`src/hw/rtl/tgb_pkg.sv`:
```
// ============================================================================
// tgb_pkg: shared types and constants for the text gap buffer
// Command codes, store actions, the queue entry format and stream widths.
// ============================================================================
package tgb_pkg;

    // Default store capacity in characters and default command queue depth.
    localparam int CAPACITY_DEFAULT   = 4096;
    localparam int FIFO_DEPTH_DEFAULT = 4;

    // Store addresses travel at the widest width the capacity range allows.
    localparam int ADDR_MAX_W = 20;

    // Field widths of the stream payloads.
    localparam int OPCODE_W   = 3;
    localparam int CHAR_W     = 8;
    localparam int READ_IDX_W = 12;
    localparam int LEN_W      = 13;
    localparam int S_TDATA_W  = 24;
    localparam int M_TDATA_W  = 40;

    // Editor commands.
    typedef enum logic [OPCODE_W-1:0] {
        OP_LEFT   = 3'd0,
        OP_RIGHT  = 3'd1,
        OP_BACK   = 3'd2,
        OP_INSERT = 3'd3,
        OP_READ   = 3'd4
    } opcode_t;

    // What the back end does with the character store for one command.
    typedef enum logic [1:0] {
        ACT_NONE  = 2'd0,
        ACT_MOVE  = 2'd1,
        ACT_WRITE = 2'd2,
        ACT_READ  = 2'd3
    } store_act_t;

    // One classified command as it sits in the queue.
    typedef struct packed {
        store_act_t              act;
        logic [ADDR_MAX_W-1:0]   rd_addr;
        logic [ADDR_MAX_W-1:0]   wr_addr;
        logic [CHAR_W-1:0]       wdata;
        logic                    read_valid;
        logic [LEN_W-1:0]        text_length;
        logic [LEN_W-1:0]        cursor_pos;
        logic                    insert_dropped;
    } tgb_cmd_t;

    // Back end sequencer states.
    typedef enum logic {
        BK_IDLE = 1'b0,
        BK_WAIT = 1'b1
    } back_state_t;

endpackage

```
`src/hw/rtl/tgb_queue.sv`:
```
// ============================================================================
// tgb_queue: command queue between front and back end
// A small register queue of classified commands, first in first out.
// ============================================================================
module tgb_queue #(
    parameter int DEPTH = tgb_pkg::FIFO_DEPTH_DEFAULT
) (
    input  logic              clk,
    input  logic              rst_n,
    input  logic              push,
    input  tgb_pkg::tgb_cmd_t push_cmd,
    input  logic              pop,
    output logic              full,
    output logic              empty,
    output tgb_pkg::tgb_cmd_t head
);
    import tgb_pkg::*;

    localparam int PW = $clog2(DEPTH);
    localparam int NW = $clog2(DEPTH + 1);
    localparam logic [PW-1:0] LAST_C = PW'(DEPTH - 1);

    tgb_cmd_t        slots [DEPTH];
    logic [PW-1:0]   wr_ptr_reg;
    logic [PW-1:0]   rd_ptr_reg;
    logic [NW-1:0]   count_reg;
    logic            do_push;
    logic            do_pop;

    assign full    = (count_reg == NW'(DEPTH));
    assign empty   = (count_reg == '0);
    assign do_push = push && !full;
    assign do_pop  = pop && !empty;
    assign head    = slots[rd_ptr_reg];

    // Entry storage.
    always_ff @(posedge clk)
    begin
        if (do_push)
        begin
            slots[wr_ptr_reg] <= push_cmd;
        end
    end

    // Pointers and fill level.
    always_ff @(posedge clk or negedge rst_n)
    begin
        if (!rst_n)
        begin
            wr_ptr_reg <= '0;
            rd_ptr_reg <= '0;
            count_reg  <= '0;
        end
        else
        begin
            if (do_push)
            begin
                wr_ptr_reg <= (wr_ptr_reg == LAST_C) ? '0 : wr_ptr_reg + PW'(1);
            end
            if (do_pop)
            begin
                rd_ptr_reg <= (rd_ptr_reg == LAST_C) ? '0 : rd_ptr_reg + PW'(1);
            end
            if (do_push && !do_pop)
            begin
                count_reg <= count_reg + NW'(1);
            end
            else if (do_pop && !do_push)
            begin
                count_reg <= count_reg - NW'(1);
            end
        end
    end

    // An empty or full queue has its pointers equal.
    a_level: assert property (@(posedge clk) disable iff (!rst_n)
        (count_reg == '0 || count_reg == NW'(DEPTH)) |-> (wr_ptr_reg == rd_ptr_reg))
        else $error("queue pointers disagree with fill level");

endmodule

```
`config.mk`:
```
export PLATFORM = sky130hd
export DESIGN_NAME = tgb_queue
export DESIGN_NICKNAME = d
export VERILOG_FILES = /design/src/hw/rtl/tgb_pkg.sv /design/src/hw/rtl/tgb_queue.sv
export SDC_FILE = /design/constraint.sdc
export NUM_CORES = 1
export LEC_CHECK = 0
export BUFFER_PORTS_ARGS = -buffer_cell sky130_fd_sc_hd__buf_2
export CORE_MARGIN = 10
export CORE_UTILIZATION = 57
export DETAILED_ROUTE_END_ITERATION = 8
export PLACE_DENSITY = 0.79
export SETUP_SLACK_MARGIN = 0.1
export SYNTH_ARGS = -nofsm -noshare
export SYNTH_HDL_FRONTEND = slang
export SYNTH_SLANG_ARGS = --single-unit
```
`constraint.sdc`:
```
create_clock -name clk -period 6.15 [get_ports clk]
set_input_delay 0.3075 -clock clk [delete_from_list [all_inputs] [get_ports clk]]
set_output_delay 0.3075 -clock clk [all_outputs]
set_load 0.01 [all_outputs]
```
# Yosys cells after proc, flatten, opt, wreduce, memory -nomap -nowiden
# Memory sizes are Yosys's and may differ from the RTL's.
# Cells that the tools add are included.
[totals]
ff_bits = 7
mem_bits_rw = 312
inputBits = 82
out_inout_bits = 80
word_cells = 27
mem_count = 1
[op_classes]
addsub = 4
eq_ne = 3
n_mux = 6
n_reduce_logical = 10
[memory_table]
columns = ["name", "depth", "word_bits", "read_ports", "rd_clocked_by_memory_dff", "wr", "line", "source"]
rows = [
  ["slots", 4, 78, 1, 0, 1, "tgb_queue.sv:23", "tgb_cmd_t slots [DEPTH];"],
]
[ops]
columns = ["cell", "n"]
rows = [
  ["$mux 3", 2],
  ["$add 2x1->2 const B", 2],
  ["$eq 2x2->1 const B", 2],
  ["$logic_and 1x1->1", 4],
  ["$logic_not 1->1", 4],
  ["$mux 2", 2],
  ["$add 3x1->3 const B", 1],
  ["$eq 3x3->1 const B", 1],
  ["$logic_not 3->1", 1],
  ["$sub 3x1->3 const B", 1],
  ["$mux 1", 2],
  ["$reduce_bool 2->1", 1],
]

# Logic depth before layout (Yosys ltp)
# Gate-level depths: netlist of the first run.
[logic_depth]
depth_word = 7
depth_mapped = 8
ltp_nobuf = 8

# Worst setup path before layout of the first run
# Ideal clock, no wire load.
[synth_path]
path_kind = "register -> register"
startpoint = "reg wr_ptr_reg[0]"
endpoint = "mem slots[3][0] (netlist name), enable pin"
setup_time_ns = 0.516
arrival_ns = 3.887
required_ns = 5.634
setup_slack_ns = 1.747
path_stages_with_launch = 4
n_path_buf = 0
period_less_slack_ns = 4.403
cell_sequence = "dfrtp_1 -> ha_1 -> nand2_1 -> nor2_1"
[synth_lines]
columns = ["element", "line", "source"]
rows = [
  ["from (decl)", "tgb_queue.sv:24", "logic [PW-1:0] wr_ptr_reg;"],
  ["from (signal assigned)", "tgb_queue.sv:58", "wr_ptr_reg <= (wr_ptr_reg == LAST_C) ? '0 : wr_ptr_reg + PW'(1);"],
  ["to (decl)", "tgb_queue.sv:23", ""],
]
# No word-level cell before the write port.

==> flow_summary.toml, run 1 <==
[cts]
post-cts-setup-buffers = 0
cts_resized = 0
clkTransAtPathRegs_ns = 0.06
numCtsBuffers = 30
cts.sinks = 319
clockBufferDepth = 3
clkLatencyLatePin_ns = 0.54
cts.htree.levels = 1
tritoncts = "done"
root_buffer = "clkbuf_16"

[sta]
setup_viol = 0
timing_hold_violations_final = 0
fin_ws_ns = 2.794
clock.fmax_mhz = 297.9
period_needed_ns = 3.356
rsz0062_at_grt = "no"
period_share_pct = 54.57
fin_hold_ws_ns = 0.1399
fin_setup_tns_ns = 0
drv_slew = 0
clock_skew_ns = 0.01467
slew_headroom_pct = 21.74
worst_slew_pin_slew_ns = 1.174

[finish]
syn_to_final_growth_pct = 22.58
area.sequential_um2 = 9552
largest_reg_flops = 312
final_common_cell = "edfxtp_1"
nets = 793
layout_common_cells = "312 x edfxtp_1, 161 x buf_2, 79 x dlygate4sd3_1"
drive_gt1_share_pct = 40.38
multiInputGateArea_um2 = 2042
fillCellCount = 1211
stdcell_area_um2 = 14470

[synthesis]
synthAdderAreaFrac_pct = 0.8058
ys_ff_latch = 319
synth_cell_type_count = 23
syn_area_um2 = 11800
yosys.area_share.simple_pct = 0.6467
yosysSeqAreaShare_pct = 80.87
synth_compound_area_share_pct = 0.1696
synthCells = 445
synthXorXnorAreaFrac_pct = 0.2226
syn_nets = 534
synth_top_family_by_area = "multiplexers"
yosysWarnings = 0
synth.avg_cell_area_um2 = 26.52
synth_mux_area_share_pct = 15.33

[drt]
remaining_drc_errors = 0
ant_nets = 0
initialDrtViolationCount = 317
firstDrtPassIters = 4
routed_wl_um = 22400
viasPerCell = 5.530
vias = 5524
route.detailed.wl_per_inst_um = 22.42

[worst_setup_path]
r2r-start = "wr_ptr_reg[0]"
crit_family = "flip-flops"
worstSetupPathType = "flop to primary output"
critPathLaunch = "rd_ptr_reg[0]"
cp.arrival_ns = 3.05
cp-start-kind = "flop"
required_ns = 5.84
crit_buf_inv = 2
end_kind = "primary output"
critical_path.max_fanout = 51
crit_path_cell_trace = "buf_4, mux4_2, buf_2"
slowest_stage = "dfrtp_4"
critical_path.max_stage_delay_ns = 1.08

[floorplan]
die_area_um2 = 26860
coreArea_um2 = 20300
die_h_um = 163.9
fp-row-count = 52
die_width_um = 163.9
start_util_pct = 58.14
io_pins = 162

[power_and_ir_drop]
power_density_nw_per_um2 = 455.2
peakVddDrop_v = 0.0003318
internal-power_mw = 4.678
share_seq_of_total_power_pct = 48.5
p_switching_mw = 1.907
p_sw_share_pct = 28.96
clkPwrFrac_pct = 24.9
power_leakage_nw = 4.991
combPwrFrac_pct = 26.6

[grt]
grt_pass1_vias = 6211
grt_pass1_wl_um = 35600
antenna_found_initial = 1
grt_max_degree = 81
overflow = 0
grt_use_total_pct = 17.07

[hold_path]
hold_path_class = "primary input to flop"
hold_start = "pop"

[place]
placed_cell_area_um2 = 12790
place_congestion = 0.7192
dpl.hpwl_um = 13090
dp_slack_ns = 3.217
io_buffers = 161

[job]
maxCapViolCount = 0

[run_status]
status = "complete, no violations"
==> routing by layer <==
metal	GRT usage (%)	part of all wire, %
met5	0	0
met4	5.321	2.8
met3	3.880	6.0
met2	29.40	53
met1	21.21	38
==> worst paths after layout <==
path                                       to  slack, ns  depth (start not counted)
min in group asynchronous       rd_ptr_reg[0]       0.16                          2
worst min-delay path            rd_ptr_reg[0]       0.14                          3
max in group asynchronous       rd_ptr_reg[1]       5.79                          2
worst max register to register   slots[3][54]       3.51                          4
worst max-delay path                 head[54]       2.79                          3
worst min register to register   count_reg[2]       0.56                          1
==> cells by family after synthesis <==
group,count (synthesis)
buffers and inverters,21
muxes,82
xor gates and xnor gates,3
and+or+nand+nor,11
adders and majority gates,7
DFF,319
AOI/OAI and AO/OA,2
==> power by group through the flow <==
stage | logic (mW) | registers, mW | clock network (mW)
detailed placement | 1.75 | 3.25 | 0
global route | 1.90 | 3.26 | 1.77
finish | 1.75 | 3.19 | 1.64
CTS | 1.80 | 3.20 | 1.68
global placement | 1.71 | 3.22 | 0
floorplan | 1.37 | 3.02 | 0
==> metrics by stage <==
stage / power [mW] / utilization [%] / cells
detailed placement: 4.995 / 62.99 / 863
floorplan: 4.393 / - / 445
global route: 6.919 / 71.26 / 999
finish: 6.585 / 71.26 / 999
global placement: 4.930 / 62.99 / 863
CTS: 6.679 / 71.25 / 998
==> area by class of cell <==
cell class | count | share of cell area [%]
flip-flops and latches | 319 | 66.03
multi-input cells | 105 | 14.12
repair buffers | 245 | 11.30
clock buffers | 37 | 5.518
well taps | 270 | 2.335
clock inverters | 19 | 0.6141
inverters | 3 | 0.07784
diodes | 1 | 0.01730
==> cells in the mapped netlist (all sizes together) <==
cell type | number | area share (%)
nor2b | 1 | 0.12
nor2 | 3 | 0.095
fa | 1 | 0.17
nor3b | 1 | 0.16
mux2 | 4 | 0.45
a21o | 1 | 0.064
xnor2 | 1 | 0.074
o31ai | 1 | 0.11
ha | 6 | 0.64
dfrtp | 7 | 1.5
buf | 18 | 1.9
and2 | 3 | 0.16
nor3 | 2 | 0.085
nand2 | 1 | 0.032
mux4 | 78 | 15
edfxtp | 312 | 79
inv | 3 | 0.095
xor2 | 2 | 0.15
==> worst register-to-register path, delay by kind of cell (launching register included) <==
kind / cells / cell delay, ns
flops: 1 / 0.42
simple gates: 2 / 0.89
fa+ha+maj: 1 / 0.21
buf+inv: 1 / 0.70
==> what timing repair did <==
item	CTS	global route
endpoints found under the hold margin	317	0
hold buffers	79	0
endpoints found under the setup margin	0	0
(Power assumes the default switching activity.)
==> run 2: changes to the inputs <==
==> constraint.sdc (replaced) <==
create_clock -name clk -period 3.4 [get_ports clk]
set_input_delay 0.17 -clock clk [delete_from_list [all_inputs] [get_ports clk]]
set_output_delay 0.17 -clock clk [all_outputs]
set_load 0.01 [all_outputs]
==> flow_summary.toml, run 2 (synthesis gave the netlist of run 1 again) <==
[run_status]
status = "complete, no violations"

[worst_setup_path]
end_kind = "primary output"
cp.arrival_ns = 2.56
crit_family = "flip-flops"
crit_buf_inv = 2
r2r-start = "count_reg[0]"
slowest_stage = "dfrtp_4"
required_ns = 3.23
cp-start-kind = "flop"
r2r_cells = 7
critical_path.max_fanout = 44
r2r_end = "count_reg[2]"
critical_path.max_stage_delay_ns = 0.81
crit_path_cell_trace = "buf_12, mux4_2, buf_2"
worstSetupPathType = "flop to primary output"
reg2reg_slack_ns = 1.18

[floorplan]
start_util_pct = 58.14
fp-row-count = 52
die_h_um = 163.9
io_pins = 162
die_area_um2 = 26860
die_width_um = 163.9
coreArea_um2 = 20300

[power_and_ir_drop]
power_density_nw_per_um2 = 845.3
power_leakage_nw = 5.111
peakVddDrop_v = 0.0006114

[hold_path]
hold_path_depth = 3
hold_start = "push"
holdPathEnd = "wr_ptr_reg[1]"
hold_path_class = "primary input to flop"

[sta]
rsz0062_at_grt = "no"
clock_skew_ns = 0.007774
clock.fmax_mhz = 366.3
worst_slew_pin_slew_ns = 0.6427
setup_viol = 0
timing_hold_violations_final = 0
fin_ws_ns = 0.6700
drv_slew = 0
fin_setup_tns_ns = 0
period_needed_ns = 2.730
period_share_pct = 80.29
slew_headroom_pct = 57.15

[grt]
antenna_found_initial = 3
grt_use_total_pct = 18.08
grt_pass1_vias = 6327
grt_pass1_wl_um = 37180
overflow = 0
grt_max_degree = 45

[drt]
viasPerCell = 5.585
firstDrtPassIters = 6
remaining_drc_errors = 0
ant_nets = 0
dr_wl_met2_um = 12420
routed_wl_um = 23840
route.detailed.wl_per_inst_um = 23.61
met3WireLength_um = 1649
initialDrtViolationCount = 513
m1WireLength_um = 9289
vias = 5641
top_layer = "met4"

[finish]
nets = 802
final_common_cell = "edfxtp_1"
syn_to_final_growth_pct = 24.58
layout_common_cells = "312 x edfxtp_1, 161 x buf_2, 81 x dlygate4sd3_1"
largest_reg_flops = 312
drive_gt1_share_pct = 41.66
stdcell_area_um2 = 14700

[cts]
numCtsBuffers = 30
clockBufferDepth = 3
clkLatencyLatePin_ns = 0.55
cts.sinks = 319
root_buffer = "clkbuf_16"
cts.htree.levels = 1
tritoncts = "done"
cts_resized = 0
clkTransAtPathRegs_ns = 0.06

[place]
io_buffers = 161
dpl.hpwl_um = 14440
dp_slack_ns = 1.151
place_congestion = 0.7394
placed_cell_area_um2 = 12860

[job]
maxCapViolCount = 0
## run 2: report_power, final
part / switching (mW) / total (mW) / internal, mW
registers: 0.425 / 5.62 / 5.20
clock network: 1.36 / 3.40 / 2.03
logic: 1.75 / 3.41 / 1.66
total: 3.54 / 12.4 / 8.89
## run 2: area by class of cell
| cell class | instances | area [um2] |
|---|---|---|
| Antenna cell | 3 | 7.507 |
| Clock buffer | 34 | 787.0 |
| Clock inverter | 22 | 232.7 |
| Fill cell | 1211 | 5598 |
| Inverter | 3 | 11.26 |
| Multi-Input combinational cell | 105 | 2042 |
| Sequential cell | 319 | 9552 |
| Tap cell | 270 | 337.8 |
| Timing Repair Buffer | 254 | 1732 |
## run 2: worst max path at each step
| stage | startpoint | endpoint | cells past startpoint | slack [ns] |
|---|---|---|---|---|
| 6_report | rd_ptr_reg[0] | head[38] | 3 | 0.67 |
| 5_1_grt | rd_ptr_reg[0] | head[21] | 3 | 0.50 |
| 4_1_cts | rd_ptr_reg[0] | head[38] | 3 | 0.59 |
| 3_5_place_dp | count_reg[2] | slots[0][20] | 4 | 1.15 |
| 3_3_place_gp | rd_ptr_reg[0] | head[44] | 3 | 1.19 |
| 2_1_floorplan | count_reg[2] | slots[3][0] | 2 | 0.32 |
## run 2: tightest hold or removal path: stages
cell and delay, ns:
buf_2 0.11, nor2b_4 0.14, mux2_4 0.19
## run 2: what timing repair did
action	in CTS	in global routing
hold buffers	81	0
endpoints found under the hold margin	320	0
setup buffers	0	0
## run 2: per-stage QoR
step | utilization (%) | total power, mW | std cells | hold WS (ns)
finish | 72.42 | 12.43 | 1010 | 0.1015
global placement | 63.37 | 8.978 | 870 | 0.005201
global route | 72.41 | 13.02 | 1009 | 0.09465
detailed placement | 63.37 | 9.120 | 870 | 0.02874
CTS | 72.39 | 12.58 | 1007 | 0.08737
floorplan | - | 7.936 | 445 | -0.1256
## run 2: routing by layer
| layer | vias to the layer above | global-route usage [%] |
|---|---|---|
| met2 | 206 | 30.20 |
| met1 | 2943 | 23.66 |
| met4 | 0 | 5.483 |
| met5 | - | 0 |
| met3 | 40 | 3.730 |
| li1 | 2452 | - |
==> run 3: changes to the inputs <==
--- a/config.mk
+++ b/config.mk
@@ -5,11 +5,12 @@
 export SDC_FILE = /design/constraint.sdc
 export NUM_CORES = 1
 export LEC_CHECK = 0
+export ABC_AREA = 1
 export BUFFER_PORTS_ARGS = -buffer_cell sky130_fd_sc_hd__buf_2
 export CORE_MARGIN = 10
-export CORE_UTILIZATION = 57
+export CORE_UTILIZATION = 58
 export DETAILED_ROUTE_END_ITERATION = 8
-export PLACE_DENSITY = 0.79
+export PLACE_DENSITY = 0.8
 export SETUP_SLACK_MARGIN = 0.1
 export SYNTH_ARGS = -nofsm -noshare
 export SYNTH_HDL_FRONTEND = slang
==> constraint.sdc (replaced) <==
create_clock -name clk -period 2.8 [get_ports clk]
set_input_delay 0.14 -clock clk [delete_from_list [all_inputs] [get_ports clk]]
set_output_delay 0.14 -clock clk [all_outputs]
set_load 0.01 [all_outputs]
==> flow_summary.toml, run 3 <==
[worst_setup_path]
crit_path_cell_trace = "buf_12, nand2_1, o211ai_1, nand2_1, buf_2"
r2r_cells = 9
slowest_stage = "dfrtp_4"
worstSetupPathType = "flop to primary output"
critical_path.max_fanout = 51
crit_top_cell = "nand2_1"
end_kind = "primary output"
cp.arrival_ns = 2.20
critical_path.max_stage_delay_ns = 0.84
required_ns = 2.66
cp-start-kind = "flop"

[finish]
largest_reg_flops = 312
drive_gt1_share_pct = 26.31
final_common_cell = "edfxtp_1"
nets = 1304
stdcell_area_um2 = 16220
fin_util_pct = 71.43
layout_common_cells = "312 x edfxtp_1, 249 x nand2_1, 169 x inv_1"
syn_to_final_growth_pct = 20.66

[grt]
overflow = 0
grt_pass1_wl_um = 43650
grt_use_total_pct = 18.62
antenna_found_initial = 2
grt_pass1_vias = 8324
grt_max_degree = 81

[synthesis]
synth_area_leader_cell = "edfxtp_1"
synth_cell_type_count = 18
synthCells = 971
synthFlopType = "edfxtp_1"
synth_edf_count = 312
synth.avg_cell_area_um2 = 13.84
yosysWarnings = 0
syn_nets = 1060
synth_top_area_share_pct = 69.69
yosysSeqAreaShare_pct = 71.00
syn_area_um2 = 13440
synth.area.top_cells = "edfxtp_1 70%, o211ai_2 8.8%, nand2_1 7.0%"
ys_ff_latch = 319
synthArstFlopShare_pct = 2.194
yosysMostFrequentCell = "edfxtp_1"
synth_common_cells = "312 x edfxtp_1, 249 x nand2_1, 169 x inv_1"

[drt]
ant_nets = 0
initialDrtViolationCount = 578
dr_wl_met2_um = 14470
vias = 7960
met3WireLength_um = 1729
remaining_drc_errors = 0
firstDrtPassIters = 4
top_layer = "met4"
route.detailed.wl_per_inst_um = 18.01
viasPerCell = 5.216
routed_wl_um = 27490
m1WireLength_um = 10900

[sta]
period_share_pct = 83.60
worst_slew_pin_slew_ns = 0.6609
fin_hold_ws_ns = 0.3486
period_needed_ns = 2.341
timing_hold_violations_final = 0
clock.fmax_mhz = 427.2
slew_headroom_pct = 55.94
rsz0062_at_grt = "no"
clock_skew_ns = 0.01832
drv_slew = 0
setup_viol = 0

[place]
place_congestion = 0.7840
io_buffers = 161
placed_cell_area_um2 = 14460
dpl.hpwl_um = 15730

[cts]
numCtsBuffers = 31
clockBufferDepth = 3
cts.htree.levels = 1
post-cts-setup-buffers = 0
root_buffer = "clkbuf_16"
clkLatencyLatePin_ns = 0.55
clkTransAtPathRegs_ns = 0.06
tritoncts = "done"
cts.sinks = 319

[hold_path]
hold_path_depth = 2
hold_path_class = "primary input to flop"

[job]
maxCapViolCount = 0

[floorplan]
io_pins = 162
coreArea_um2 = 22710
start_util_pct = 59.20
die_area_um2 = 29670
fp-row-count = 55
die_h_um = 172.2
die_width_um = 172.2

[power_and_ir_drop]
p_total_mw = 16.42
peakVddDrop_v = 0.0007885
power_density_nw_per_um2 = 1012
power_leakage_nw = 6.544

[run_status]
status = "complete, no violations"
[run 3: cell types whose count changed in the layout (fill, tap and decap cells not counted), sizes merged, moves of 3 or more]
cell    previous run  this run
buf              173       181
and2               3         0
bufinv             5         2
mux2               4         0
nor2               3         6
nand3              0         7
nand2              1       249
inv                4       172
o211ai             0       156
mux4              78         0
clkinv            14        19
[run 3: stage by stage]
step	worst slack [ns]	instances	setup TNS, ns
after floorplan	-0.4217	971	-131.56
after global placement	0.7714	1385	0
after detailed placement	0.6600	1385	0
after CTS	0.4275	1524	0
after global routing	0.3610	1526	0
final	0.4591	1526	0
[run 3: worst max-delay path, delay by kind of cell (launching register included)]
kind / cells / cell delay [ns]
AO/OA/AOI/OAI: 1 / 0.09
buffers and inverters: 2 / 0.48
flip-flops: 1 / 0.84
AND/OR/NAND/NOR: 2 / 0.21
[run 3: layout make-up]
type | instances | area (um2)
sequential | 319 | 9552
fill | 1424 | 6489
multi-input combinational | 428 | 2784
timing repair buffer | 263 | 1939
clock buffer | 36 | 794.5
inverter | 172 | 648.1
tap | 285 | 356.6
clock inverter | 21 | 141.4
antenna | 2 | 5.005
[run 3: final timing paths]
check	start	endpoint	slack (ns)
worst max-delay path	rd_ptr_reg[0]	head[0]	0.46
worst min-delay path	push_cmd[40]	slots[3][40]	0.35
worst max register to register	count_reg[0]	count_reg[1]	0.64
worst min register to register	count_reg[2]	count_reg[2]	0.54
max in group asynchronous	rst_n	rd_ptr_reg[1]	1.98
min in group asynchronous	rst_n	count_reg[1]	0.55
[run 3: power breakdown]
part           leakage (nW)  internal [mW]  switching [mW]  total [mW]
Clock                 0.465           2.19            1.64        3.83
Combinational          3.14           2.15            3.76        5.91
Sequential             2.94           6.28           0.404        6.68
Total                  6.54           10.6            5.80        16.4
[run 3: cells by family (layout without fill, tap and decap cells)]
kind of cell / count (synthesis) / in the layout / synth area share (%)
AOI/OAI and AO/OA: 157 / 157 / 12.29
xor gates and xnor gates: 1 / 1 / 0.06516
adders and majority gates: 7 / 7 / 0.7074
buffers and inverters: 224 / 492 / 8.516
DFF: 319 / 319 / 71.00
other: 0 / 2 / 0
and+or+nand+nor: 263 / 263 / 7.427
[run 3: layer usage]
| metal | vias to the layer above | GRT usage, % |
|---|---|---|
| met2 | 239 | 33.37 |
| met3 | 32 | 3.557 |
| met5 | - | 0 |
| met1 | 3828 | 22.72 |
| li1 | 3861 | - |
| met4 | 0 | 4.385 |
[run 3: timing repair]
item,4_1_cts,5_1_grt
endpoints found under the hold margin,323,0
resized for setup,0,0
hold buffers,82,0
