<file path="config.mk">
export PLATFORM = sky130hd
export DESIGN_NAME = tgb_front
export DESIGN_NICKNAME = d
export VERILOG_FILES = /design/src/hw/rtl/tgb_pkg.sv /design/src/hw/rtl/tgb_front.sv
export SDC_FILE = /design/constraint.sdc
export NUM_CORES = 1
export LEC_CHECK = 0
export BUFFER_PORTS_ARGS = -buffer_cell sky130_fd_sc_hd__buf_2
export CORE_MARGIN = 8
export CORE_UTILIZATION = 25
export CTS_BUF_LIST = sky130_fd_sc_hd__clkbuf_8 sky130_fd_sc_hd__clkbuf_16
export DETAILED_ROUTE_END_ITERATION = 8
export PLACE_DENSITY = 0.48
export SLEW_MARGIN = 25
export SYNTH_ARGS = -nofsm -noshare
export SYNTH_HDL_FRONTEND = slang
export SYNTH_SLANG_ARGS = --single-unit
</file>
<file path="constraint.sdc">
create_clock -name clk -period 5.5 [get_ports clk]
set_clock_uncertainty 0.1 [all_clocks]
set_input_delay 1.1 -clock clk [delete_from_list [all_inputs] [get_ports clk]]
set_output_delay 1.1 -clock clk [all_outputs]
set_load 0.01 [all_outputs]
</file>
<file path="src/hw/rtl/tgb_pkg.sv">
// ============================================================================
// tgb_pkg: shared types and constants for the text gap buffer
// Command codes, store actions, the queue entry format and stream widths.
// ============================================================================
package tgb_pkg;

    // Default store capacity in characters and default command queue depth.
    localparam int CAPACITY_DEFAULT   = 4096;
    localparam int FIFO_DEPTH_DEFAULT = 4;

    // Store addresses travel at the widest width the capacity range allows.
    localparam int ADDR_MAX_W = 20;

    // Field widths of the stream payloads.
    localparam int OPCODE_W   = 3;
    localparam int CHAR_W     = 8;
    localparam int READ_IDX_W = 12;
    localparam int LEN_W      = 13;
    localparam int S_TDATA_W  = 24;
    localparam int M_TDATA_W  = 40;

    // Editor commands.
    typedef enum logic [OPCODE_W-1:0] {
        OP_LEFT   = 3'd0,
        OP_RIGHT  = 3'd1,
        OP_BACK   = 3'd2,
        OP_INSERT = 3'd3,
        OP_READ   = 3'd4
    } opcode_t;

    // What the back end does with the character store for one command.
    typedef enum logic [1:0] {
        ACT_NONE  = 2'd0,
        ACT_MOVE  = 2'd1,
        ACT_WRITE = 2'd2,
        ACT_READ  = 2'd3
    } store_act_t;

    // One classified command as it sits in the queue.
    typedef struct packed {
        store_act_t              act;
        logic [ADDR_MAX_W-1:0]   rd_addr;
        logic [ADDR_MAX_W-1:0]   wr_addr;
        logic [CHAR_W-1:0]       wdata;
        logic                    read_valid;
        logic [LEN_W-1:0]        text_length;
        logic [LEN_W-1:0]        cursor_pos;
        logic                    insert_dropped;
    } tgb_cmd_t;

    // Back end sequencer states.
    typedef enum logic {
        BK_IDLE = 1'b0,
        BK_WAIT = 1'b1
    } back_state_t;

endpackage

</file>
<file path="src/hw/rtl/tgb_front.sv">
// ============================================================================
// tgb_front: command decode and cursor bookkeeping
// Accepts commands, keeps the counts on both sides of the cursor and turns
// each command into a store action plus its finished status fields.
// ============================================================================
module tgb_front #(
    parameter int CAPACITY = tgb_pkg::CAPACITY_DEFAULT
) (
    input  logic                          clk,
    input  logic                          rst_n,
    input  logic                          s_tvalid,
    output logic                          s_tready,
    // [2:0] opcode, [10:3] char_in, [22:11] read_index, [23] zero
    input  logic [tgb_pkg::S_TDATA_W-1:0] s_tdata,
    input  logic                          q_full,
    output logic                          q_push,
    output tgb_pkg::tgb_cmd_t             q_cmd
);
    import tgb_pkg::*;

    localparam int CW = $clog2(CAPACITY + 1);
    localparam int RW = (CW > READ_IDX_W) ? CW : READ_IDX_W;
    localparam logic [CW-1:0] CAP_C = CW'(CAPACITY);

    logic [CW-1:0]         before_reg;
    logic [CW-1:0]         before_next;
    logic [CW-1:0]         after_reg;
    logic [CW-1:0]         after_next;
    logic [CW-1:0]         total;
    logic [CW-1:0]         total_next;
    logic                  accept;
    opcode_t               opcode;
    logic [CHAR_W-1:0]     char_in;
    logic [READ_IDX_W-1:0] read_index;
    logic [RW-1:0]         ridx_x;
    logic [RW-1:0]         total_x;
    logic [RW-1:0]         read_addr;

    // Payload fields.
    assign opcode     = opcode_t'(s_tdata[OPCODE_W-1:0]);
    assign char_in    = s_tdata[OPCODE_W +: CHAR_W];
    assign read_index = s_tdata[OPCODE_W + CHAR_W +: READ_IDX_W];

    // A command enters whenever the queue has room.
    assign s_tready = !q_full;
    assign accept   = s_tvalid && !q_full;
    assign q_push   = accept;

    // Text position to store address: after the cursor, skip the gap.
    assign total   = before_reg + after_reg;
    assign ridx_x  = RW'(read_index);
    assign total_x = RW'(total);
    always_comb
    begin
        if (ridx_x < RW'(before_reg))
        begin
            read_addr = ridx_x;
        end
        else
        begin
            read_addr = ridx_x + RW'(CAP_C - total);
        end
    end

    // Classify the command and work out the new counts.
    always_comb
    begin
        before_next          = before_reg;
        after_next           = after_reg;
        q_cmd.act            = ACT_NONE;
        q_cmd.rd_addr        = '0;
        q_cmd.wr_addr        = '0;
        q_cmd.wdata          = char_in;
        q_cmd.read_valid     = 1'b0;
        q_cmd.insert_dropped = 1'b0;
        case (opcode)
            OP_LEFT:
            begin
                if (before_reg != '0)
                begin
                    q_cmd.act     = ACT_MOVE;
                    q_cmd.rd_addr = ADDR_MAX_W'(before_reg - CW'(1));
                    q_cmd.wr_addr = ADDR_MAX_W'(CAP_C - after_reg - CW'(1));
                    before_next   = before_reg - CW'(1);
                    after_next    = after_reg + CW'(1);
                end
            end
            OP_RIGHT:
            begin
                if (after_reg != '0)
                begin
                    q_cmd.act     = ACT_MOVE;
                    q_cmd.rd_addr = ADDR_MAX_W'(CAP_C - after_reg);
                    q_cmd.wr_addr = ADDR_MAX_W'(before_reg);
                    before_next   = before_reg + CW'(1);
                    after_next    = after_reg - CW'(1);
                end
            end
            OP_BACK:
            begin
                if (before_reg != '0)
                begin
                    before_next = before_reg - CW'(1);
                end
            end
            OP_INSERT:
            begin
                if (total < CAP_C)
                begin
                    q_cmd.act     = ACT_WRITE;
                    q_cmd.wr_addr = ADDR_MAX_W'(before_reg);
                    before_next   = before_reg + CW'(1);
                end
                else
                begin
                    q_cmd.insert_dropped = 1'b1;
                end
            end
            OP_READ:
            begin
                if (ridx_x < total_x)
                begin
                    q_cmd.act        = ACT_READ;
                    q_cmd.rd_addr    = ADDR_MAX_W'(read_addr);
                    q_cmd.read_valid = 1'b1;
                end
            end
            default:
            begin
                q_cmd.act = ACT_NONE;
            end
        endcase

        // Status after the command, reported at the fixed output widths.
        total_next        = before_next + after_next;
        q_cmd.text_length = LEN_W'(total_next);
        q_cmd.cursor_pos  = LEN_W'(before_next);
    end

    // Cursor counts.
    always_ff @(posedge clk or negedge rst_n)
    begin
        if (!rst_n)
        begin
            before_reg <= '0;
            after_reg  <= '0;
        end
        else if (accept)
        begin
            before_reg <= before_next;
            after_reg  <= after_next;
        end
    end

    // The text never outgrows the store.
    a_fits: assert property (@(posedge clk) disable iff (!rst_n)
        ({1'b0, before_reg} + {1'b0, after_reg}) <= {1'b0, CAP_C})
        else $error("text longer than store capacity");

endmodule

</file>
# Word level (Yosys, flattened, before mapping)
# Cells that the tools add are included.
# W data, S select, Z words.
# totals
reg_bits	26
in_bits	28
word_cells	46
out_inout_bits	80
# classes
addsub	11
order_cmp	3
eq_ne	4
muxes	20
reduce_logical	6
# ops
operator	count
$pmux W20 S3	2
$mux W13	7
$mux W41	2
$pmux W13 S3	1
$add A13 B1 Y13 const B	2
$add A13 B13 Y13	2
$lt A12 B13 Y1	2
$pmux W13 S2	1
$reduce_bool A13 Y1	2
$sub A13 B1 Y13 const B	2
$mux W22	1
$sub A20 B1 Y20 const B	1
$sub A13 B1 Y14 const B	1
$sub A13 B13 Y14 const A	1
$add A12 B13 Y13	1
$lt A13 B13 Y1 const B	1
$sub A13 B13 Y13 const A	1
$pmux W2 S4	1
$eq A3 B2 Y1 const B	2
$mux W1	4
$eq A3 B1 Y1 const B	1
$eq A3 B3 Y1 const B	1
$logic_not A3 Y1	1
$mux W2	1
other kinds (3)	3

# Depth between registers and ports, before layout
# Gate-level depths: netlist (run 1).
# logic_depth
ltp_word	6
mapped_depth	21
depth_no_buf	21

# Least setup slack after synthesis (run 1)
# OpenSTA, ideal clock, no wires.
# synth_path
kind	register to output
start	register before_reg[0]
end	output q_cmd[25] in the netlist's numbering
n_path_buf	1
required_time_ns	4.300
path_stages_with_launch	20
slack_ns	-0.228
arrival_time_ns	4.528
path_cell_list	dfrtp_1 -> inv_1 -> ha_1 -> nor3b_1 -> nand3_1 -> nor2_1 -> inv_2 -> nand3_1 -> clkbuf_1 -> o211ai_1 -> o21ai_0 -> ha_1 -> a21o_1 -> a21oi_1 -> nor2b_1 -> o21a_1 -> nor3_1 -> o31ai_1 -> o211ai_1 -> xnor2_1
# synth_lines
element	line	text
from (decl)	tgb_front.sv:25	logic [CW-1:0] before_reg;
from (signal assigned)	tgb_front.sv:150	before_reg <= before_next;
to (decl)	tgb_front.sv:17	output tgb_pkg::tgb_cmd_t q_cmd

==> flow_summary.yaml, run 1 <==
route:
  ant_nets: 0
  wl_mm: 23.2
  drtPass1Iterations: 4
  vias_per_cell: 5.07
  drc: 0
  vias: 6497
  detail_route.iter0.violations: 300
  avgRoutedWirePerCell_um: 18.1
layout:
  final_common_cell: "buf_4"
  register_area_um2: 651
  drive_above_1_share: 0.399
  num-nets-final: 1095
  multi_input_area_um2: 4970
  fillers: 2263
  final_cell_mix: "buf_4, buf_2, nand2_1"
  n_antenna_cell: 0
  syn_to_final_growth_pct: 55.2
setup_path:
  crit_path_end: "q_cmd[26]"
  worstSetupEndpointType: "primary output"
  cp-startpoint: "after_reg[0]"
  worstPathMaxFanout: 7
  r2r_start: "after_reg[0]"
  reg2reg_to: "before_reg[10]"
  reg2reg_slack_ps: 2150
  required_ps: 4300
  critPathArrivalTime_ps: 4500
  worstRegToRegCells: 14
  crit_type: "register to primary output"
  start_kind: "register"
synth:
  yosysUniqueCellTypes: 69
  synthesis.nets: 849
  ys_seq_area_frac: 0.121
  async_flop_share: 1.00
  synth_cells: 762
  yosysWarnings: 0
  synth.avg_cell_area_um2: 7.05
  synth_edf_count: 0
  synth_seq_cells: 26
  netlist_area_um2: 5370
  ys.flop_type: "dfrtp_1"
timing:
  layout_setup_ws_ps: -198
  slew_headroom: 0.320
  min_period_over_period: 1.04
  finalCriticalPeriod_ps: 5700
  worst_pin_slew_ps: 1020
  holdWs_ps: 607
  fmax_mhz: 176
  finalSetupTns_ps: -528
  rsz0062_at_grt: "true"
  finalSetupViolations: 5
  slew_viol_final: 0
  finalHoldViolCount: 0
outcome:
  status: "finished with violations"
  violations: "setup timing"
power_and_ir_drop:
  switching_power_uw: 2840
  power_frac_comb: 0.909
  power.internal_uw: 2810
  p_leak_uw: 0.00373
  power.share.clock: 0.031
  vdd_drop_max_v: 0.000435
  p_total_uw: 5660
  seq_power_share: 0.060
  power_density_nw_per_um2: 678
  switching_share: 0.503
floorplan:
  design.core.area_um2: 21100
  die_area_um2: 26400
  die_w_um: 163
  num_rows: 53
  die_h_um: 163
  start_util: 0.255
  io_pins: 108
placed_design:
  place_congestion: 0.902
  portBuffers: 90
  dpl.hpwl_mm: 18.5
clock_tree:
  clk_latency_ps: 270
  clockBufferDepth: 2
  cts_root_buf: "clkbuf_16"
  cts_hold_buf: 0
  htree_levels: 1
  path_clk_slew_ps: 70
  cts_buffers: 3
  cts_tree: "done"
  cts.sinks: 26
worst_hold_path:
  hold_path_class: "register to register"
grt:
  grt_pass1_wl_mm: 35.7
  grt_use_total: 0.170
  grt_pass1_vias: 6456
  grt_max_degree: 31
  grt_antenna_before_repair: 0
  grt-ovfl-total: 0
flow_run:
  cap_violations: 0
-- critical path, cell delays in order (launching register included) --
cell	delay, ps
dfrtp_1	420
ha_2	210
inv_2	40
fa_2	330
nand2b_4	160
a21oi_4	170
o41ai_4	90
a31oi_2	160
buf_6	170
xnor2_4	120
o21ai_4	360
buf_8	180
buf_4	150
a211oi_2	70
xnor2_1	120
buf_4	160
ha_1	300
or2_2	300
a21oi_2	210
a31oi_4	60
xnor2_2	150
xnor2_1	140
buf_2	150
-- synthesized netlist by cell type (6+ instances only) --
cell type / number / share of area
nand2_1: 81 / 0.057
nor3_1: 33 / 0.031
dfrtp_1: 26 / 0.12
xor2_1: 26 / 0.042
nand4_1: 7 / 0.0082
o221ai_1: 12 / 0.020
xnor2_1: 47 / 0.077
buf_4: 14 / 0.020
a2111oi_0: 6 / 0.0098
a21o_1: 9 / 0.013
mux2_2: 7 / 0.015
a211oi_1: 7 / 0.0098
nand3_1: 24 / 0.022
nor4_1: 7 / 0.0082
nor2b_1: 9 / 0.010
o21ai_0: 52 / 0.048
and3_1: 6 / 0.0070
nand3b_1: 6 / 0.0084
o21a_1: 6 / 0.0084
a21oi_1: 53 / 0.049
a31oi_1: 10 / 0.012
o211ai_1: 8 / 0.011
or3_1: 8 / 0.0093
nor2_1: 70 / 0.049
clkbuf_1: 37 / 0.026
inv_1: 36 / 0.025
ha_1: 56 / 0.13
mux2i_1: 10 / 0.019
o22ai_1: 9 / 0.010
-- cell families (layout without fill, tap and decap cells) --
family                   count (synthesis)  in the layout  share of synthesized area
XOR/XNOR                                74             74                      0.122
buffers and inverters                   96            340                     0.0773
multiplexers                            17             17                     0.0333
AO/OA/AOI/OAI                          217            217                      0.264
flip-flops                              26             26                      0.121
adder cells (fa/ha/maj)                 59             59                      0.142
AND/OR/NAND/NOR                        273            273                      0.240
-- worst min path at each step --
stage | startpoint | endpoint | slack, ps | depth (start not counted)
floorplan | before_reg[1] | before_reg[1] | 510 | 2
global placement | before_reg[1] | before_reg[1] | 560 | 3
detailed placement | before_reg[1] | before_reg[1] | 560 | 3
CTS | before_reg[12] | before_reg[12] | 600 | 2
global route | before_reg[12] | before_reg[12] | 620 | 2
finish | before_reg[12] | before_reg[12] | 610 | 2
-- stage by stage --
stage,cell area (um^2),std cells,utilization,setup WS (ps)
after floorplan,5390,762,-,-24.1
after global placement,7340,1255,0.348,-533
after detailed placement,7340,1255,0.348,-558
after CTS,7910,1273,0.375,-288
after global routing,8340,1281,0.395,-370
final,8340,1281,0.395,-198
-- cell type report --
type / instances / share of cell area
sequential: 26 / 0.0780
inverter: 39 / 0.0176
tap: 275 / 0.0413
clock buffer: 3 / 0.00900
multi-input combinational: 640 / 0.597
timing repair buffer: 298 / 0.258
-- per-layer routing --
metal,global-route usage,vias to the layer above,part of all wire
li1,-,3242,-
met1,0.214,3066,0.45
met3,0.0119,34,0.026
met4,0.0646,0,0.032
met5,0,-,0
met2,0.297,155,0.49
-- power groups by stage --
stage,sequential (uW),clock [uW],combinational [uW]
floorplan,340,0,2620
finish,337,176,5140
detailed placement,335,0,4370
CTS,333,185,4830
global placement,334,0,4360
global route,344,187,5660
-- repair_timing --
item / 4_1_cts / 5_1_grt
setup endpoints to repair: 25 / 25
cloned: 1 / 1
resized for setup: 73 / 63
pin swaps: 37 / 38
setup buffers: 14 / 11
(Power assumes the default switching activity.)
==> inputs of run 2 (changes only) <==
CELL_PAD_IN_SITES_DETAIL_PLACEMENT = 1   (was not set)
CELL_PAD_IN_SITES_GLOBAL_PLACEMENT = 1   (was not set)
PLACE_DENSITY = 0.61   (was 0.48)
==> run 2 against run 1 <==
  * The run still ends with setup timing left
  * Final cell count is 0.47% higher
  * Sequential cell count stayed put
  * Non-clock buffer count is 5 higher
  * Global-route usage is 1.7 points higher
  * Clock-buffer cell count is 1 higher
  * Via count is 3.7% higher
  * Maximum frequency is 2.9% lower
  * Critical path depth is 1 higher
  * Setup slack worse by 170 ps
  * Critical path type unchanged
  * Largest cell class unchanged
  * Highest routed layer unchanged
==> flow_summary.yaml, run 2 (synthesized netlist as in run 1, its figures left out) <==
setup_path:
  cp-startpoint: "after_reg[0]"
  max_stage_delay_ps: 450
  critPathArrivalTime_ps: 4670
  start_kind: "register"
  worstSetupEndpointType: "primary output"
  worstPathMaxFanout: 9
  path_cells: "ha_2 -> inv_2 -> fa_2 -> nand2b_4 -> a21oi_4 -> o41ai_4 -> a31oi_4 -> buf_6 -> xnor2_4 -> o21ai_4 -> buf_6 -> buf_12 -> a22oi_2 -> xnor2_1 -> buf_4 -> ha_2 -> inv_1 -> a21oi_2 -> nand3_2 -> a31oi_4 -> xnor2_2 -> xnor2_1 -> buf_2"
  crit_buf_inv: 7
  cpMaxStageDelayCell: "dfrtp_1"
  critPathTopFamily: "compound AO/OA/AOI/OAI gates"
  crit_type: "register to primary output"
  r2r_start: "after_reg[0]"
  required_ps: 4300
timing:
  finalSetupViolations: 16
  min_period_over_period: 1.07
  rsz0062_at_grt: "true"
  finalHoldViolCount: 0
  slew_viol_final: 0
  fmax_mhz: 170
  finalCriticalPeriod_ps: 5870
  slew_headroom: 0.396
  finalSetupTns_ps: -2240
  worst_pin_slew_ps: 903
  layout_setup_ws_ps: -366
worst_hold_path:
  hold_path_class: "register to register"
  worstHoldStart: "before_reg[11]"
layout:
  fillers: 2630
  final_common_cell: "buf_4"
  drive_above_1_share: 0.400
  num-nets-final: 1100
  final_cell_mix: "buf_4, buf_2, nand2_1"
  n_antenna_cell: 0
  syn_to_final_growth_pct: 57.1
clock_tree:
  cts_tree: "done"
  cts_hold_buf: 0
  clk_latency_ps: 280
  cts_root_buf: "clkbuf_16"
  htree_levels: 1
  cts_buffers: 3
  clockBufferDepth: 2
  cts.sinks: 26
  path_clk_slew_ps: 80
power_and_ir_drop:
  p_leak_uw: 0.00378
  p_total_uw: 5910
  power_density_nw_per_um2: 700
  vdd_drop_max_v: 0.000428
placed_design:
  place_congestion: 0.912
  dpl.hpwl_mm: 20.0
  portBuffers: 90
flow_run:
  cap_violations: 0
route:
  vias: 6736
  detail_route.iter0.violations: 308
  drc: 0
  wl_mm: 26.1
  ant_nets: 0
  avgRoutedWirePerCell_um: 20.3
  drtPass1Iterations: 4
  vias_per_cell: 5.23
floorplan:
  die_area_um2: 26400
  num_rows: 53
  io_pins: 108
  start_util: 0.255
  die_w_um: 163
  design.core.area_um2: 21100
  die_h_um: 163
grt:
  grt_max_degree: 27
  grt_use_total: 0.187
  grt_pass1_wl_mm: 39.1
  grt_pass1_vias: 6992
  grt_antenna_before_repair: 0
  grt-ovfl-total: 0
outcome:
  violations: "setup timing"
  status: "finished with violations"
[run 2: cell types whose count changed in the layout (fill, tap and decap cells not counted), sizes merged]
cell and change:
buf +5, bufbuf +1
[run 2: worst reg2reg max path, delay by kind of cell (launching register included)]
family	cells	cell delay (ps)
AO/OA/AOI/OAI	5	1230
buffers and inverters	5	740
adder cells (fa/ha/maj)	2	580
flip-flops	1	450
XOR/XNOR	2	350
AND/OR/NAND/NOR	1	160
[run 2: metal layers]
metal	GRT usage	up-vias	wire length, um
li1	-	3245	-
met1	0.233	3295	11400
met2	0.333	162	12900
met3	0.0169	34	975
met4	0.0567	0	724
met5	0	-	0
[run 2: area by class of cell]
type | instances | area [um^2] | share of cell area
Multi-Input combinational cell | 640 | 4950 | 0.587
Timing Repair Buffer | 303 | 2250 | 0.267
Sequential cell | 26 | 652 | 0.0773
Tap cell | 275 | 344 | 0.0408
Inverter | 39 | 146 | 0.0174
Clock buffer | 4 | 88.8 | 0.0105
[run 2: path summary, 6_finish.rpt]
check	end	slack, ps	cells past startpoint
max in group asynchronous	after_reg[5]	4010	1
max	q_cmd[26]	-370	23
min in group asynchronous	after_reg[6]	780	1
min	before_reg[11]	610	3
min reg2reg	before_reg[11]	610	3
max reg2reg	before_reg[4]	1800	15
[run 2: per-stage QoR]
step | area [um^2] | cells | hold WS, ps | util | setup slack (ps)
after floorplan | 5390 | 762 | 515 | - | -24.1
after global placement | 7270 | 1245 | 574 | 0.345 | -468
after detailed placement | 7270 | 1245 | 576 | 0.345 | -498
after CTS | 7950 | 1267 | 601 | 0.377 | -331
after global routing | 8440 | 1287 | 624 | 0.400 | -531
final | 8440 | 1287 | 606 | 0.400 | -366
[run 2: power breakdown]
| group | leakage, uW | internal [uW] | total [uW] | switching (uW) |
|---|---|---|---|---|
| Clock | 0.0000442 | 112 | 198 | 85.5 |
| Combinational | 0.00342 | 2530 | 5360 | 2830 |
| Sequential | 0.000314 | 265 | 353 | 88.6 |
| Total | 0.00378 | 2910 | 5910 | 3000 |
[run 2: what timing repair did]
action                                  in CTS  in global routing
setup buffers                               17                 20
cloned                                       2                  0
resized for setup                           76                 62
pin swaps                                   62                 32
endpoints found under the setup margin      23                 25
==> inputs of run 3 (changes only) <==
CORE_ASPECT_RATIO = 1.75   (was not set)
CORE_UTILIZATION = 37   (was 25)
PLACE_DENSITY = 0.83   (was 0.61)
==> run 3 against run 2 <==
  * Maximum frequency shrank 6.6%
  * Clock power grew 9.6%
  * Non-clock buffer count shrank 22
  * Clock-buffer cell count is the same
  * Combinational power grew 9.1%
  * Register-to-register slack lost 150 ps
  * Total power grew 8.6%
  * Largest cell class unchanged
  * Wire length grew 28%
  * Final cell count shrank 9.1%
  * Utilization grew 16 points
  * Cell area shrank 4.5%
  * The run still ends with setup timing left
  * Sequential share of layout area grew 0.35 points
==> flow_summary.yaml, run 3 (synthesized netlist as in run 1, its figures left out) <==
timing:
  slew_viol_final: 0
  finalSetupTns_ps: -8310
  finalSetupViolations: 26
  slew_headroom: 0.368
  finalHoldViolCount: 0
  min_period_over_period: 1.14
  layout_setup_ws_ps: -783
  rsz0062_at_grt: "true"
  fmax_mhz: 159
  worst_pin_slew_ps: 945
  finalCriticalPeriod_ps: 6280
floorplan:
  die_area_um2: 18800
  io_pins: 108
  design.core.area_um2: 14300
  num_rows: 58
  start_util: 0.376
  die_w_um: 107
  die_h_um: 175
setup_path:
  worstRegToRegCells: 15
  path_depth: 22
  start_kind: "register"
  required_ps: 4300
  critPathArrivalTime_ps: 5080
  path_cells: "ha_2 -> inv_2 -> fa_2 -> nand2b_4 -> a21oi_4 -> o41ai_4 -> a31oi_2 -> buf_6 -> xnor2_4 -> o21ai_4 -> buf_4 -> buf_6 -> a21oi_2 -> o22ai_2 -> ha_1 -> nor3_1 -> a21oi_2 -> nand3_2 -> a31oi_2 -> xnor2_1 -> xnor2_1 -> buf_2"
  cpMaxStageDelayCell: "dfrtp_1"
  crit_type: "register to primary output"
  worstSetupEndpointType: "primary output"
  max_stage_delay_ps: 430
  crit_buf_inv: 5
  worstPathMaxFanout: 17
  critPathTopFamily: "compound AO/OA/AOI/OAI gates"
layout:
  final_cell_mix: "buf_4, buf_2, nand2_1"
  num-nets-final: 1078
  fillers: 1768
  drive_above_1_share: 0.395
  n_antenna_cell: 0
  syn_to_final_growth_pct: 50.1
  final_core_util: 0.564
  final_common_cell: "buf_4"
  fin_area_um2: 8060
worst_hold_path:
  whs_path_depth: 2
  hold_path_class: "register to register"
route:
  ant_nets: 0
  drt-met1-wl_mm: 10.9
  wl_met3_mm: 2.63
  vias_per_cell: 6.66
  avgRoutedWirePerCell_um: 28.5
  vias: 7792
  detail_route.iter0.violations: 712
  met2WireLength_mm: 16.6
  wl_mm: 33.4
  drtPass1Iterations: 5
  top_layer_used: "met4"
  drc: 0
clock_tree:
  htree_levels: 1
  cts.sinks: 26
  cts_buffers: 3
  clockBufferDepth: 2
  cts_tree: "done"
  clk_latency_ps: 310
  cts_root_buf: "clkbuf_16"
  path_clk_slew_ps: 90
power_and_ir_drop:
  p_leak_uw: 0.00364
  p_total_uw: 6420
  power_density_nw_per_um2: 796
  vdd_drop_max_v: 0.000482
placed_design:
  place_congestion: 0.936
  post_dp_cell_area_um2: 6930
  dp_slack_ps: -543
  dpl.hpwl_mm: 19.8
  portBuffers: 90
grt:
  grt_antenna_before_repair: 0
  grt_pass1_wl_mm: 44.8
  grt_use_total: 0.304
  grt-ovfl-total: 0
  grt_max_degree: 31
  grt_pass1_vias: 8189
flow_run:
  cap_violations: 0
outcome:
  status: "finished with violations"
  violations: "setup timing"
==> run 3: timing repair <==
item,in CTS,in global routing
gates resized for setup,78,66
gates cloned,1,0
setup endpoints to repair,26,26
hold buffers,0,0
pin swaps,38,52
setup buffers,23,20
==> run 3: final cells by class <==
cell class              instances  area, um^2  area share
repair buffers                281        1980       0.246
multi-input cells             640        4970       0.616
well taps                     180         225      0.0279
inverters                      39         146      0.0182
flip-flops and latches         26         651      0.0807
clock buffers                   4        88.8      0.0110
==> run 3: path summary, 6_finish.rpt <==
path / from / slack (ps) / end
hold / removal: before_reg[12] / 610 / before_reg[12]
setup reg to reg: after_reg[0] / 1650 / before_reg[10]
max in group asynchronous: rst_n / 3980 / before_reg[10]
min in group asynchronous: rst_n / 770 / after_reg[1]
hold reg to reg: before_reg[12] / 610 / before_reg[12]
setup / recovery: after_reg[0] / -780 / q_cmd[26]
==> run 3: worst min-delay path: stages (launching register included) <==
cell	delay, ps
dfrtp_1	360
buf_4	170
mux2_2	150
==> run 3: through the flow <==
stage          std cells  hold slack, ps
2_1_floorplan        762             515
3_3_place_gp        1125             560
3_5_place_dp        1125             559
4_1_cts             1153             593
5_1_grt             1170             641
6_report            1170             607
==> run 3: per-layer routing <==
layer / vias up / track usage
li1: 3201 / -
met1: 3740 / 0.299
met2: 596 / 0.553
met3: 255 / 0.0396
met4: 0 / 0.238
met5: - / 0
==> run 3: power by group <==
group | leakage, uW | switching [uW] | total (uW) | internal, uW
sequential | 0.000315 | 81.4 | 346 | 264
clock | 0.0000442 | 104 | 217 | 113
combinational | 0.00328 | 3250 | 5850 | 2610
total | 0.00364 | 3430 | 6420 | 2990
